===== src/hdl/rcw_pkg.sv =====
`timescale 1ns / 1ps
// ----------------------------------------------------------------------------
// RIFF chunk walker package
// Tags, status and kind codes, register indexes and the result record that
// the walker, the result queue and the top level share.
// ----------------------------------------------------------------------------
package rcw_pkg;

  localparam int DEFAULT_MAX_DEPTH = 8;
  localparam int DEFAULT_POS_BITS  = 32;

  localparam logic [31:0] TAG_RIFF           = 32'h4646_4952;
  localparam logic [31:0] TAG_FORM           = 32'h2056_4546;
  localparam logic [31:0] TAG_LIST           = 32'h5453_494c;
  localparam logic [31:0] DEFAULT_TARGET_TAG = 32'h494b_4e42;

  localparam int CFG_IDX_W = 2;
  localparam logic [CFG_IDX_W-1:0] CFG_TARGET_TAG  = 2'd0;
  localparam logic [CFG_IDX_W-1:0] CFG_FILE_LENGTH = 2'd1;
  localparam logic [CFG_IDX_W-1:0] CFG_CHECK_FORM  = 2'd2;

  localparam int TDATA_W = 144;
  localparam int TUSER_W = 1;

  typedef enum logic {
    KIND_PAYLOAD,
    KIND_SUMMARY
  } kind_e;

  typedef enum logic [2:0] {
    STATUS_OK,
    STATUS_SHORT,
    STATUS_NOT_RIFF,
    STATUS_BAD_FORM,
    STATUS_TOO_DEEP
  } status_e;

  typedef struct packed {
    kind_e       kind;
    logic [7:0]  payload_byte;
    logic [31:0] payload_offset;
    logic [31:0] match_number;
    logic [31:0] declared_size;
    logic        last_in_chunk;
    status_e     status;
    logic [31:0] hit_total;
  } result_t;

endpackage


===== src/hdl/rcw_walker.sv =====
`timescale 1ns / 1ps
// ----------------------------------------------------------------------------
// RIFF chunk walker core
// Holds the configuration registers and the walk state, and turns each
// accepted byte into at most two results in the same cycle.
// ----------------------------------------------------------------------------
module rcw_walker #(
  parameter int MAX_DEPTH = rcw_pkg::DEFAULT_MAX_DEPTH,
  parameter int POS_BITS  = rcw_pkg::DEFAULT_POS_BITS
) (
  input  logic                           clk_i,
  input  logic                           rst_ni,
  input  logic                           cfg_we_i,
  input  logic [rcw_pkg::CFG_IDX_W-1:0]  cfg_index_i,
  input  logic [31:0]                    cfg_data_i,
  input  logic                           step_i,
  input  logic [7:0]                     byte_i,
  output rcw_pkg::result_t [1:0]         res_o,
  output logic [1:0]                     res_valid_o
);
  import rcw_pkg::*;

  localparam int PW  = POS_BITS;
  localparam int LW  = (POS_BITS > 32) ? POS_BITS : 32;
  localparam int EW  = LW + 1;
  localparam int LVW = $clog2(MAX_DEPTH + 1);
  localparam int SW  = (MAX_DEPTH > 1) ? $clog2(MAX_DEPTH) : 1;

  typedef enum logic [1:0] {
    PH_FILE_HDR,
    PH_CHUNK_HDR,
    PH_PAYLOAD,
    PH_HALTED
  } phase_e;

  logic [31:0]    target_tag_q, file_length_q;
  logic           check_form_q;
  logic [PW-1:0]  pos_q, pos_d;
  logic [3:0]     hc_q, hc_d;
  logic [LVW-1:0] lev_q, lev_d;
  logic [PW-1:0]  chunk_end_q, chunk_end_d;
  phase_e         phase_q, phase_d;
  logic [31:0]    offset_q, offset_d;
  logic [31:0]    size_q, size_d;
  logic [31:0]    hits_q, hits_d;
  status_e        err_q, err_d;
  logic           match_q, match_d;
  logic           ended_q, ended_d;
  logic [7:0]     hdr_q [8];
  logic [7:0]     hdr_d [8];
  logic [PW-1:0]  stack_q [MAX_DEPTH];
  logic [PW-1:0]  stack_d [MAX_DEPTH];

  logic [LW-1:0]  len_ext, pos_max;
  logic [PW-1:0]  eff;
  logic [PW:0]    p1;
  logic [LVW-1:0] lev_w;
  logic [PW-1:0]  region_end;
  logic [31:0]    tag_w, size_w, word_w;
  logic [EW-1:0]  cend_full;
  logic [PW-1:0]  cend;
  logic           sb_go, sb_match;
  logic [PW-1:0]  sb_end;
  result_t        pay, summ;
  logic           emit, fin;

  assign len_ext = LW'(file_length_q);
  assign pos_max = LW'({PW{1'b1}});
  assign eff     = PW'((len_ext < pos_max) ? len_ext : pos_max);
  assign p1      = {1'b0, pos_q} + (PW+1)'(1);

  // Nested region ends never grow towards the top, so the lowest entry that
  // has been reached closes it and every region above it.
  always_comb begin
    lev_w = lev_q;
    for (int i = MAX_DEPTH - 1; i >= 0; i--) begin
      if ((LVW'(i) < lev_q) && (pos_q >= stack_q[i])) begin
        lev_w = LVW'(i);
      end
    end
  end

  assign region_end = (lev_w != '0) ? stack_q[SW'(lev_w - LVW'(1))] : eff;
  assign tag_w      = {hdr_q[3], hdr_q[2], hdr_q[1], hdr_q[0]};
  assign size_w     = {byte_i, hdr_q[6], hdr_q[5], hdr_q[4]};
  assign word_w     = {byte_i, hdr_q[2], hdr_q[1], hdr_q[0]};
  assign cend_full  = EW'(p1) + EW'(size_w);
  assign cend       = (cend_full > EW'(region_end)) ? region_end : PW'(cend_full);

  always_comb begin
    pos_d       = pos_q;
    hc_d        = hc_q;
    lev_d       = lev_q;
    chunk_end_d = chunk_end_q;
    phase_d     = phase_q;
    offset_d    = offset_q;
    size_d      = size_q;
    hits_d      = hits_q;
    err_d       = err_q;
    match_d     = match_q;
    ended_d     = ended_q;
    hdr_d       = hdr_q;
    stack_d     = stack_q;
    sb_go       = 1'b0;
    sb_match    = 1'b0;
    sb_end      = chunk_end_q;
    emit        = 1'b0;
    fin         = 1'b0;
    pay         = '0;
    pay.kind    = KIND_PAYLOAD;

    if (step_i && !ended_q) begin
      if (pos_q >= eff) begin
        ended_d = 1'b1;
        fin     = 1'b1;
      end else begin
        unique case (phase_q)
          PH_FILE_HDR: begin
            if (!pos_q[2]) begin
              hdr_d[{1'b0, pos_q[1:0]}] = byte_i;
            end
            if (pos_q == PW'(3)) begin
              if (word_w != TAG_RIFF) begin
                if (err_q == STATUS_OK) err_d = STATUS_NOT_RIFF;
                phase_d = PH_HALTED;
              end
            end else if (pos_q == PW'(11)) begin
              if (check_form_q && (word_w != TAG_FORM)) begin
                if (err_q == STATUS_OK) err_d = STATUS_BAD_FORM;
                phase_d = PH_HALTED;
              end else begin
                phase_d = PH_CHUNK_HDR;
              end
              hc_d = '0;
            end
          end
          PH_CHUNK_HDR, PH_PAYLOAD: begin
            lev_d = lev_w;
            if (lev_w != lev_q) begin
              phase_d = PH_CHUNK_HDR;
              hc_d    = '0;
              match_d = 1'b0;
            end
            if (phase_d == PH_PAYLOAD) begin
              if (match_d) begin
                emit               = 1'b1;
                pay.payload_byte   = byte_i;
                pay.payload_offset = offset_q;
                pay.match_number   = hits_q - 32'd1;
                pay.declared_size  = size_q;
                pay.last_in_chunk  = (p1 == {1'b0, chunk_end_q});
                offset_d           = offset_q + 32'd1;
              end
              if (p1 >= {1'b0, chunk_end_q}) begin
                phase_d = PH_CHUNK_HDR;
                hc_d    = '0;
                match_d = 1'b0;
              end
            end else if ((hc_d == '0) &&
                         (({1'b0, pos_q} + (PW+1)'(8)) > {1'b0, region_end})) begin
              // Too few bytes left in the region for a header: skip them.
            end else if (hc_d < 4'd8) begin
              hdr_d[hc_d[2:0]] = byte_i;
              hc_d = hc_d + 4'd1;
              if (hc_d == 4'd8) begin
                if (tag_w == TAG_LIST) begin
                  if ({1'b0, cend} >= ({1'b0, pos_q} + (PW+1)'(5))) begin
                    chunk_end_d = cend;
                  end else begin
                    sb_go  = 1'b1;
                    sb_end = cend;
                  end
                end else if (tag_w == target_tag_q) begin
                  size_d   = size_w;
                  offset_d = '0;
                  hits_d   = hits_q + 32'd1;
                  sb_go    = 1'b1;
                  sb_end   = cend;
                  sb_match = 1'b1;
                end else begin
                  sb_go  = 1'b1;
                  sb_end = cend;
                end
              end
            end else begin
              hc_d = hc_d + 4'd1;
              if (hc_d == 4'd12) begin
                hc_d = '0;
                if (lev_w < LVW'(MAX_DEPTH)) begin
                  stack_d[SW'(lev_w)] = chunk_end_q;
                  lev_d   = lev_w + LVW'(1);
                  phase_d = PH_CHUNK_HDR;
                end else begin
                  if (err_q == STATUS_OK) err_d = STATUS_TOO_DEEP;
                  sb_go  = 1'b1;
                  sb_end = chunk_end_q;
                end
              end
            end
            if (sb_go) begin
              hc_d = '0;
              if ({1'b0, sb_end} > p1) begin
                chunk_end_d = sb_end;
                phase_d     = PH_PAYLOAD;
                match_d     = sb_match;
              end else begin
                phase_d = PH_CHUNK_HDR;
                match_d = 1'b0;
              end
            end
          end
          PH_HALTED: begin
          end
          default: begin
          end
        endcase
        pos_d = PW'(p1);
        if (PW'(p1) == eff) begin
          ended_d = 1'b1;
          fin     = 1'b1;
        end
      end
    end

    summ           = '0;
    summ.kind      = KIND_SUMMARY;
    summ.status    = (eff < PW'(12)) ? STATUS_SHORT : err_d;
    summ.hit_total = hits_d;
  end

  always_comb begin
    res_o       = '0;
    res_valid_o = 2'b00;
    if (emit) begin
      res_o[0]       = pay;
      res_valid_o[0] = 1'b1;
      if (fin) begin
        res_o[1]       = summ;
        res_valid_o[1] = 1'b1;
      end
    end else if (fin) begin
      res_o[0]       = summ;
      res_valid_o[0] = 1'b1;
    end
  end

  always_ff @(posedge clk_i or negedge rst_ni) begin
    if (!rst_ni) begin
      target_tag_q  <= DEFAULT_TARGET_TAG;
      file_length_q <= '0;
      check_form_q  <= 1'b1;
      pos_q         <= '0;
      hc_q          <= '0;
      lev_q         <= '0;
      chunk_end_q   <= '0;
      phase_q       <= PH_FILE_HDR;
      offset_q      <= '0;
      size_q        <= '0;
      hits_q        <= '0;
      err_q         <= STATUS_OK;
      match_q       <= 1'b0;
      ended_q       <= 1'b0;
    end else begin
      if (cfg_we_i) begin
        case (cfg_index_i)
          CFG_TARGET_TAG:  target_tag_q  <= cfg_data_i;
          CFG_FILE_LENGTH: file_length_q <= cfg_data_i;
          CFG_CHECK_FORM:  check_form_q  <= cfg_data_i[0];
          default: begin
          end
        endcase
      end
      pos_q       <= pos_d;
      hc_q        <= hc_d;
      lev_q       <= lev_d;
      chunk_end_q <= chunk_end_d;
      phase_q     <= phase_d;
      offset_q    <= offset_d;
      size_q      <= size_d;
      hits_q      <= hits_d;
      err_q       <= err_d;
      match_q     <= match_d;
      ended_q     <= ended_d;
    end
  end

  always_ff @(posedge clk_i) begin
    hdr_q   <= hdr_d;
    stack_q <= stack_d;
  end

endmodule


===== src/hdl/rcw_res_fifo.sv =====
`timescale 1ns / 1ps
// ----------------------------------------------------------------------------
// RIFF chunk walker result queue
// A four-entry queue that takes up to two results in a cycle and hands out
// one result per transaction.
// ----------------------------------------------------------------------------
module rcw_res_fifo (
  input  logic                   clk_i,
  input  logic                   rst_ni,
  input  rcw_pkg::result_t [1:0] res_i,
  input  logic [1:0]             push_i,
  output logic                   room_o,
  output logic                   valid_o,
  input  logic                   ready_i,
  output rcw_pkg::result_t       data_o
);
  import rcw_pkg::*;

  localparam int DEPTH = 4;
  localparam int AW    = $clog2(DEPTH);
  localparam int CW    = $clog2(DEPTH + 1);

  result_t         mem_q [DEPTH];
  logic [AW-1:0]   wr_q, rd_q;
  logic [CW-1:0]   cnt_q;
  logic [CW-1:0]   n_push;
  logic            pop;

  assign n_push  = CW'(push_i[0]) + CW'(push_i[1]);
  assign pop     = valid_o && ready_i;
  assign valid_o = (cnt_q != '0);
  assign room_o  = (cnt_q <= CW'(DEPTH - 2));
  assign data_o  = mem_q[rd_q];

  always_ff @(posedge clk_i or negedge rst_ni) begin
    if (!rst_ni) begin
      wr_q  <= '0;
      rd_q  <= '0;
      cnt_q <= '0;
    end else begin
      wr_q  <= wr_q + AW'(n_push);
      rd_q  <= rd_q + AW'(pop);
      cnt_q <= cnt_q + n_push - CW'(pop);
    end
  end

  always_ff @(posedge clk_i) begin
    if (push_i[0]) mem_q[wr_q] <= res_i[0];
    if (push_i[1]) mem_q[wr_q + AW'(1)] <= res_i[1];
  end

endmodule


===== src/hdl/riff_chunk_walker_top.sv =====
`timescale 1ns / 1ps
// ----------------------------------------------------------------------------
// RIFF chunk walker
// Walks a RIFF byte stream, descends into LIST chunks and streams out the
// payload bytes of chunks whose tag matches, then an end-of-file summary.
// ----------------------------------------------------------------------------
// The block takes one file byte per clock cycle while the result queue has
// room: each byte is walked by the core in the cycle it is accepted, and its
// results (at most a payload byte and then the summary) are written into a
// four-entry result queue, which the output side reads one transaction per
// cycle. Input ready is held low only while the queue has room for fewer
// than two results, so a stalled output side throttles the input once it
// fills. Results are registered in the queue before reaching the output.
// The file length must be written before the first byte; once the summary
// has been sent, further bytes are absorbed without result until reset.
module riff_chunk_walker_top
  import rcw_pkg::*;
#(
  parameter int MAX_DEPTH = rcw_pkg::DEFAULT_MAX_DEPTH,
  parameter int POS_BITS  = rcw_pkg::DEFAULT_POS_BITS
) (
  input  logic                          clk_i,
  input  logic                          rst_ni,
  input  logic                          s_axis_tvalid,
  output logic                          s_axis_tready,
  // data_byte
  input  logic [7:0]                    s_axis_tdata,
  output logic                          m_axis_tvalid,
  input  logic                          m_axis_tready,
  // payload_byte, payload_offset, match_number, declared_size, status,
  // hit_total, zero fill
  output logic [rcw_pkg::TDATA_W-1:0]   m_axis_tdata,
  // kind
  output logic [rcw_pkg::TUSER_W-1:0]   m_axis_tuser,
  output logic                          m_axis_tlast,
  input  logic                          cfg_valid_i,
  output logic                          cfg_ready_o,
  input  logic [rcw_pkg::CFG_IDX_W-1:0] cfg_index_i,
  input  logic [31:0]                   cfg_data_i
);

  result_t [1:0] res;
  logic [1:0]    res_valid;
  result_t       head;
  logic          step;

  assign cfg_ready_o = 1'b1;
  assign step        = s_axis_tvalid && s_axis_tready;

  rcw_walker #(
    .MAX_DEPTH (MAX_DEPTH),
    .POS_BITS  (POS_BITS)
  ) u_walker (
    .clk_i       (clk_i),
    .rst_ni      (rst_ni),
    .cfg_we_i    (cfg_valid_i && cfg_ready_o),
    .cfg_index_i (cfg_index_i),
    .cfg_data_i  (cfg_data_i),
    .step_i      (step),
    .byte_i      (s_axis_tdata),
    .res_o       (res),
    .res_valid_o (res_valid)
  );

  rcw_res_fifo u_res_fifo (
    .clk_i   (clk_i),
    .rst_ni  (rst_ni),
    .res_i   (res),
    .push_i  (res_valid),
    .room_o  (s_axis_tready),
    .valid_o (m_axis_tvalid),
    .ready_i (m_axis_tready),
    .data_o  (head)
  );

  assign m_axis_tdata = {5'b0, head.hit_total, head.status, head.declared_size,
                         head.match_number, head.payload_offset, head.payload_byte};
  assign m_axis_tuser = TUSER_W'(head.kind);
  assign m_axis_tlast = head.last_in_chunk;

endmodule


===== config.mk =====
export PLATFORM = sky130hd
export DESIGN_NAME = riff_chunk_walker_top
export DESIGN_NICKNAME = d
export VERILOG_FILES = /design/src/hdl/rcw_pkg.sv /design/src/hdl/rcw_walker.sv /design/src/hdl/rcw_res_fifo.sv /design/src/hdl/riff_chunk_walker_top.sv
export SDC_FILE = /design/constraint.sdc
export NUM_CORES = 2
export LEC_CHECK = 0
export BUFFER_PORTS_ARGS = -buffer_cell sky130_fd_sc_hd__buf_4
export CORE_UTILIZATION = 40
export DETAILED_ROUTE_END_ITERATION = 6
export PLACE_DENSITY_LB_ADDON = 0.15
export SETUP_SLACK_MARGIN = 0.5
export SYNTH_ARGS = -nofsm -noshare
export SYNTH_HDL_FRONTEND = slang
export SYNTH_SLANG_ARGS = --single-unit

===== constraint.sdc =====
create_clock -name clk_i -period 17.3 [get_ports clk_i]
set_input_delay 1.73 -clock clk_i [delete_from_list [all_inputs] [get_ports clk_i]]
set_output_delay 1.73 -clock clk_i [all_outputs]
set_load 0.1 [all_outputs]

Word level (Yosys, flattened, before mapping):

Memory sizes are Yosys's and may differ from the RTL's.
Cells that the tools add are included.

* flip-flop bits (word level): 567
* bits in writable memories: 564
* input port bits: 47
* word-level logic and storage cells: 323
* memories: 1

* $add $sub $neg: 16
* order comparisons: 34
* eq/ne operators: 27
* muxes and demuxes: 162
* bitwise gates (word level): 9
* reductions and logical operators: 41

Memories
* u_res_fifo.mem_q: depth 4, width 141, read ports 1, clocked after Yosys merged registers in 0, wr ports 2, line rcw_res_fifo.sv:23 `result_t mem_q [DEPTH];`

Operators with widths (number)
* two-way mux 32 bit: 39
* two-way mux 105 bit: 5
* two-way mux 141 bit: 3
* greater-or-equal comparator 32 bit: 9
* bitwise mux 256 bit: 1
* two-way mux 64 bit: 4
* bitwise mux 64 bit: 2
* one-hot mux 64 bit (2 select lines): 1
* two-way mux 4 bit: 25
* binary-select mux 32 bit (select 3 bit): 1
* demux 32 bit (select 3 bit): 1
* > comparator 33 x 32 -> 1 bit: 2
* adder 32 x 1 -> 32 bit, second input constant: 2
* equality test 32 bit: 2
* demux 8 bit (select 3 bit): 2
* two-way mux 3 bit: 15
* two-way mux 1 bit: 42
* adder 32 x 1 -> 33 bit, second input constant: 1
* adder 32 x 3 -> 33 bit, second input constant: 1
* adder 32 x 4 -> 33 bit, second input constant: 1
* adder 33 x 32 -> 33 bit: 1
* equality test 33 x 32 -> 1 bit: 1
* greater-or-equal comparator 32 x 33 -> 1 bit: 1
* greater-or-equal comparator 33 x 32 -> 1 bit: 1
* 55 further kinds: 126

Depth between registers and ports, before layout:

* depth after elaboration: 32
* mapped depth: 65
* depth with buffers taken out: 58

Cells and area by module:

From an unflattened synthesis, not the netlist that was laid out.

* cell total of the unflattened synthesis: 5830
* area, all modules: 69319.0 um^2

Modules (own cells, without submodules)
* rcw_walker: instances 1, cells an instance 4419, area each 41842.6 um^2, seq. area each 15392.3 um^2
* rcw_res_fifo: instances 1, cells an instance 1402, area each 27417.5 um^2, seq. area each 17111.4 um^2
* riff_chunk_walker_top: instances 1, cells an instance 9, area each 58.8 um^2, seq. area each 0.0 um^2

Worst setup path before layout:

No wires, ideal clock.

* path type: reg-to-reg
* from: register u_walker.pos_q[0]
* to: register u_walker.chunk_end_q[19]
* setup time: 65 ps
* arrival time: 12288 ps
* data required time: 17235 ps
* path slack: 4946 ps
* cell stages (with the launch flop): 62
* path buffers: 10
* cell sequence: dfrtp_1 inv_1 ha_1 nand2b_1 a31oi_1 or4_1 a2111oi_0 o31a_1 nand3_1 o211a_1 clkbuf_1 nand2_1 inv_1 clkbuf_1 ha_1 xnor2_2 buf_6 buf_2 [26 not listed] inv_1 nor3_1 clkbuf_1 nor2_1 a31o_2 o21ai_0 ha_1 a211oi_1 o21ai_0 a211oi_1 o211ai_1 a2111oi_0 a211oi_1 o21a_1 nor3b_2 nand2_1 clkbuf_1 o221a_2

* elaborated cells on any way between the ends: 88

RTL lines
* start: declaration: line rcw_walker.sv:38 `logic [PW-1:0] pos_q, pos_d;`
* start signal: assignment: line rcw_walker.sv:273 `pos_q <= pos_d;`
* adder 32 x 1 -> 33 bit *: line rcw_walker.sv:70 `assign p1 = {1'b0, pos_q} + (PW+1)'(1);`
* named net u_walker.p1[0]: line rcw_walker.sv:56 `logic [PW:0] p1;`
* adder 33 x 32 -> 33 bit: line rcw_walker.sv:87 `assign cend_full = EW'(p1) + EW'(size_w);`
* > comparator 33 x 32 -> 1 bit: line rcw_walker.sv:88 `assign cend = (cend_full > EW'(region_end)) ? region_end : PW'(cend_full);`
* two-way mux 32 bit: line rcw_walker.sv:88
* greater-or-equal comparator 32 x 33 -> 1 bit: line rcw_walker.sv:167 `if ({1'b0, cend} >= ({1'b0, pos_q} + (PW+1)'(5))) begin`
* two-way mux 32 bit: line rcw_walker.sv:167
* two-way mux 32 bit: line rcw_walker.sv:166 `if (tag_w == TAG_LIST) begin`
* [2 not listed]
* two-way mux 32 bit: line rcw_walker.sv:159 `end else if ((hc_d == '0) &&`
* two-way mux 32 bit: line rcw_walker.sv:144 `if (phase_d == PH_PAYLOAD) begin`
* two-way mux 32 bit: line rcw_walker.sv:117 `unique case (phase_q)`
* two-way mux 32 bit: line rcw_walker.sv:113 `if (pos_q >= eff) begin`
* two-way mux 32 bit: line rcw_walker.sv:112 `if (step_i && !ended_q) begin`
* > comparator 32 x 33 -> 1 bit: line rcw_walker.sv:202 `if ({1'b0, sb_end} > p1) begin`
* two-way mux 32 bit: line rcw_walker.sv:202
* two-way mux 32 bit *: line rcw_walker.sv:200 `if (sb_go) begin`
* end signal: assignment: line rcw_walker.sv:276 `chunk_end_q <= chunk_end_d;`
* end: declaration: line rcw_walker.sv:41 `logic [PW-1:0] chunk_end_q, chunk_end_d;`

The timed path passes the listed nets; every way through them passes the cells marked *. The select of a mux whose other input is x is not followed.
A chain may end at the register's enable or synchronous reset.

Worst setup path after layout:

* from: register u_walker.pos_q[0]
* to: register u_walker.chunk_end_q[12]

The elaborated chain is that of the path after synthesis.

==> qor.yml <==
status: "finished clean"
grt_usage_pct: 29.8
cp.required_ps: 17940
drt_iter0_markers: 4732
top_register: "u_res_fifo.mem_q"
synth_ff_type: "edfxtp_1"
reg_top3: "u_res_fifo.mem_q (564), u_walker.stack_q (256), u_walker.hdr_q (56)"
synth_cell_type_count: 97
placementRows: 143
cts_tree: "done"
route.detailed.drc: 0
syn_to_final_growth_pct: 13.9
multiInputGateArea_um2: 30600
yosys-top-cells-count: "nand2_1 (526), ha_1 (502), edfxtp_1 (456), inv_1 (442), dfxtp_1 (420)"
clk_pin_slew_ps: 70
final.setup_skew_ps: 66.6
cp_slowest_cell: "nor2_2"
grt_max_degree: 94
critPathLaunchType: "flop"
vdd_drop_max_mv: 0.0928
grt_pass1_vias: 46600
finalPower_mw: 7.73
insertion_delay_ps: 810
place.gp.congestion: 0.992
ant_nets: 0
hold_depth: 2
crit_start: "u_walker.pos_q[0]"
synth-edff-count: 456
clock-root-buffer: "clkbuf_16"
cp.arrival_ps: 16740
start_util_pct: 40.4
io_buffers: 189
viasPerCell: 5.93
die-area_um2: 156000
vias: 48200
post-route-min-period_ps: 16100
netlist_top_cells_area: "edfxtp_1 (22%), dfxtp_1 (14%), ha_1 (10%)"
htree_levels: 4
fp.coreArea_um2: 152000
register_area_um2: 28300
synth.largest_area_cell: "edfxtp_1"
post_cts_resized: 0
cpPeakStageDelay_ps: 1040
cts_buffers: 132
synth-async-reset-ratio_pct: 22.0
drive_above_1_share_pct: 15.0
drv_cap: 0
reg2reg_slack_ps: 1200
synth.most_common_cell: "nand2_1"
fin_setup_tns_ps: 0
tightest_slew_ps: 1300
grt.overflow.total: 0
p_leak_nw: 29.8
slew_viol_final: 0
rr_endpoint: "u_walker.chunk_end_q[12]"
yosysWarnings: 0
timing.fmax_ghz: 0.0621
hold_path_class: "reg2reg"
routedWlPerCell_um: 29.0
cp_max_fo: 24
ios: 196
synth-seq-area-share_pct: 45.9
die_y_um: 395
reg2reg_from: "u_walker.pos_q[0]"
power_density_nw_per_um2: 110
fill_cells: 14300
route.final.wire_length_um: 236000
nets: 6541
antenna_found_initial: 8
rsz0062_at_grt: "no"
crit_path_end_kind: "flop"
syn-cell-area_um2: 61600
syn_inst: 5828
ys_ff_latch: 1123
cts_sinks: 1123
grt_pass1_wl_um: 339000
path_class: "reg2reg"
hold_violations: 0
synth_top_area_share_pct: 22.2
post-dp-hpwl_um: 173000
clock_path_buffers: 3
postSynthAreaPerCell_um2: 10.6
period_share_pct: 93.1
timing.slew.headroom_pct: 13.4
holdPathEnd: "u_res_fifo.mem_q[2][79]"
setup_viol: 0
die_w_um: 395
reg2regPathDepth: 49
drtPass1Iterations: 6
hold_start: "u_res_fifo.mem_q[2][79]"
largest_reg_flops: 564
## what timing repair did
action | 4_1_cts | 5_1_grt
endpoints found under the setup margin | 0 | 14
hold buffers | 0 | 0
setup buffers | 0 | 4
## logic make-up after synthesis
| family | after synthesis | share of synthesized area [%] |
|---|---|---|
| adder cells (fa/ha/maj) | 504 | 10.3 |
| other | 2 | 0.0122 |
| AND/OR/NAND/NOR | 1547 | 11.9 |
| XOR/XNOR | 292 | 4.19 |
| flip-flops | 1123 | 45.9 |
| AO/OA/AOI/OAI | 1276 | 14.1 |
| buffers and inverters | 751 | 4.81 |
| multiplexers | 333 | 8.80 |
## per-stage QoR
stage | worst slack (ps) | area [um2] | instances | util, % | hold slack, ps
floorplan | 4950 | 61700 | 5832 | - | 420
global placement | 1920 | 65600 | 7882 | 43.0 | 430
detailed placement | 1710 | 65600 | 7882 | 43.0 | 438
CTS | 1610 | 70200 | 8125 | 46.0 | 451
global route | 510 | 70200 | 8129 | 46.1 | 467
finish | 1200 | 70200 | 8130 | 46.1 | 446
## area by class of cell
type                       count  area share (%)
clock inverter                40           0.950
multi-input combinational   3958            43.6
tap                         2030            3.62
timing repair buffer         328            3.59
clock buffer                 203            5.56
antenna                        1         0.00356
inverter                     447            2.39
sequential                  1123            40.3
## report_power, final
group | leakage, nW | switching, mW | total (mW) | internal, mW
registers | 10.1 | 0.210 | 3.04 | 2.83
clock network | 2.21 | 1.23 | 2.91 | 1.68
logic | 17.5 | 1.20 | 1.77 | 0.575
total | 29.8 | 2.64 | 7.73 | 5.09
## per-layer routing
metal,global-route usage [%],wire length (um),up-vias
met5,0,13,-
met4,9.10,7230,2
met3,5.76,17900,343
met2,44.3,102000,1896
met1,43.5,108000,24400
li1,-,-,21600
## placed cells by master (no fill, tap or decap), types with 13 or more instances in the layout
master | netlist | final
nand2_1 | 526 | 523
ha_1 | 502 | 502
edfxtp_1 | 456 | 456
inv_1 | 442 | 438
dfxtp_1 | 420 | 420
o21ai_0 | 373 | 373
nor2_1 | 381 | 362
buf_4 | 8 | 323
a22o_1 | 256 | 256
a21oi_1 | 252 | 252
dfrtp_1 | 233 | 231
xnor2_1 | 179 | 178
mux4_2 | 155 | 155
clkbuf_16 | 0 | 135
mux2_2 | 121 | 121
nand3_1 | 117 | 117
xor2_1 | 111 | 111
nand4_1 | 97 | 97
nor3_1 | 87 | 86
a21o_1 | 69 | 69
mux2i_1 | 57 | 57
nor4_1 | 54 | 52
and2_1 | 46 | 46
and3_1 | 45 | 45
a211oi_1 | 46 | 44
clkbuf_1 | 196 | 39
nor2b_1 | 36 | 36
or3_1 | 32 | 32
a32o_1 | 32 | 32
nand2b_1 | 29 | 29
o221a_2 | 28 | 28
and4_1 | 26 | 26
clkbuf_8 | 0 | 26
o21a_1 | 22 | 22
o211ai_1 | 22 | 22
o31a_1 | 21 | 21
a31oi_1 | 16 | 16
a211o_1 | 15 | 15
dfstp_2 | 14 | 14
nor2_4 | 0 | 13
## how the worst max path moves through the flow
| stage | slack, ps | end | depth (start not counted) |
|---|---|---|---|
| 6_report | 1200 | u_walker.chunk_end_q[12] | 49 |
| 4_1_cts | 1610 | u_walker.chunk_end_q[12] | 52 |
| 5_1_grt | 510 | u_walker.chunk_end_q[12] | 53 |
| 2_1_floorplan | 4950 | u_walker.chunk_end_q[19] | 61 |
| 3_3_place_gp | 1920 | u_walker.chunk_end_q[23] | 53 |
| 3_5_place_dp | 1710 | u_walker.chunk_end_q[13] | 52 |
## critical path, delay by kind of cell (launching register included)
kind | cells | cell delay, ps
AOI/OAI and AO/OA | 25 | 6760
adders and majority gates | 5 | 1610
buffers and inverters | 6 | 1680
DFF | 1 | 600
and+or+nand+nor | 13 | 5210
Power figures use the tool's default switching activity.
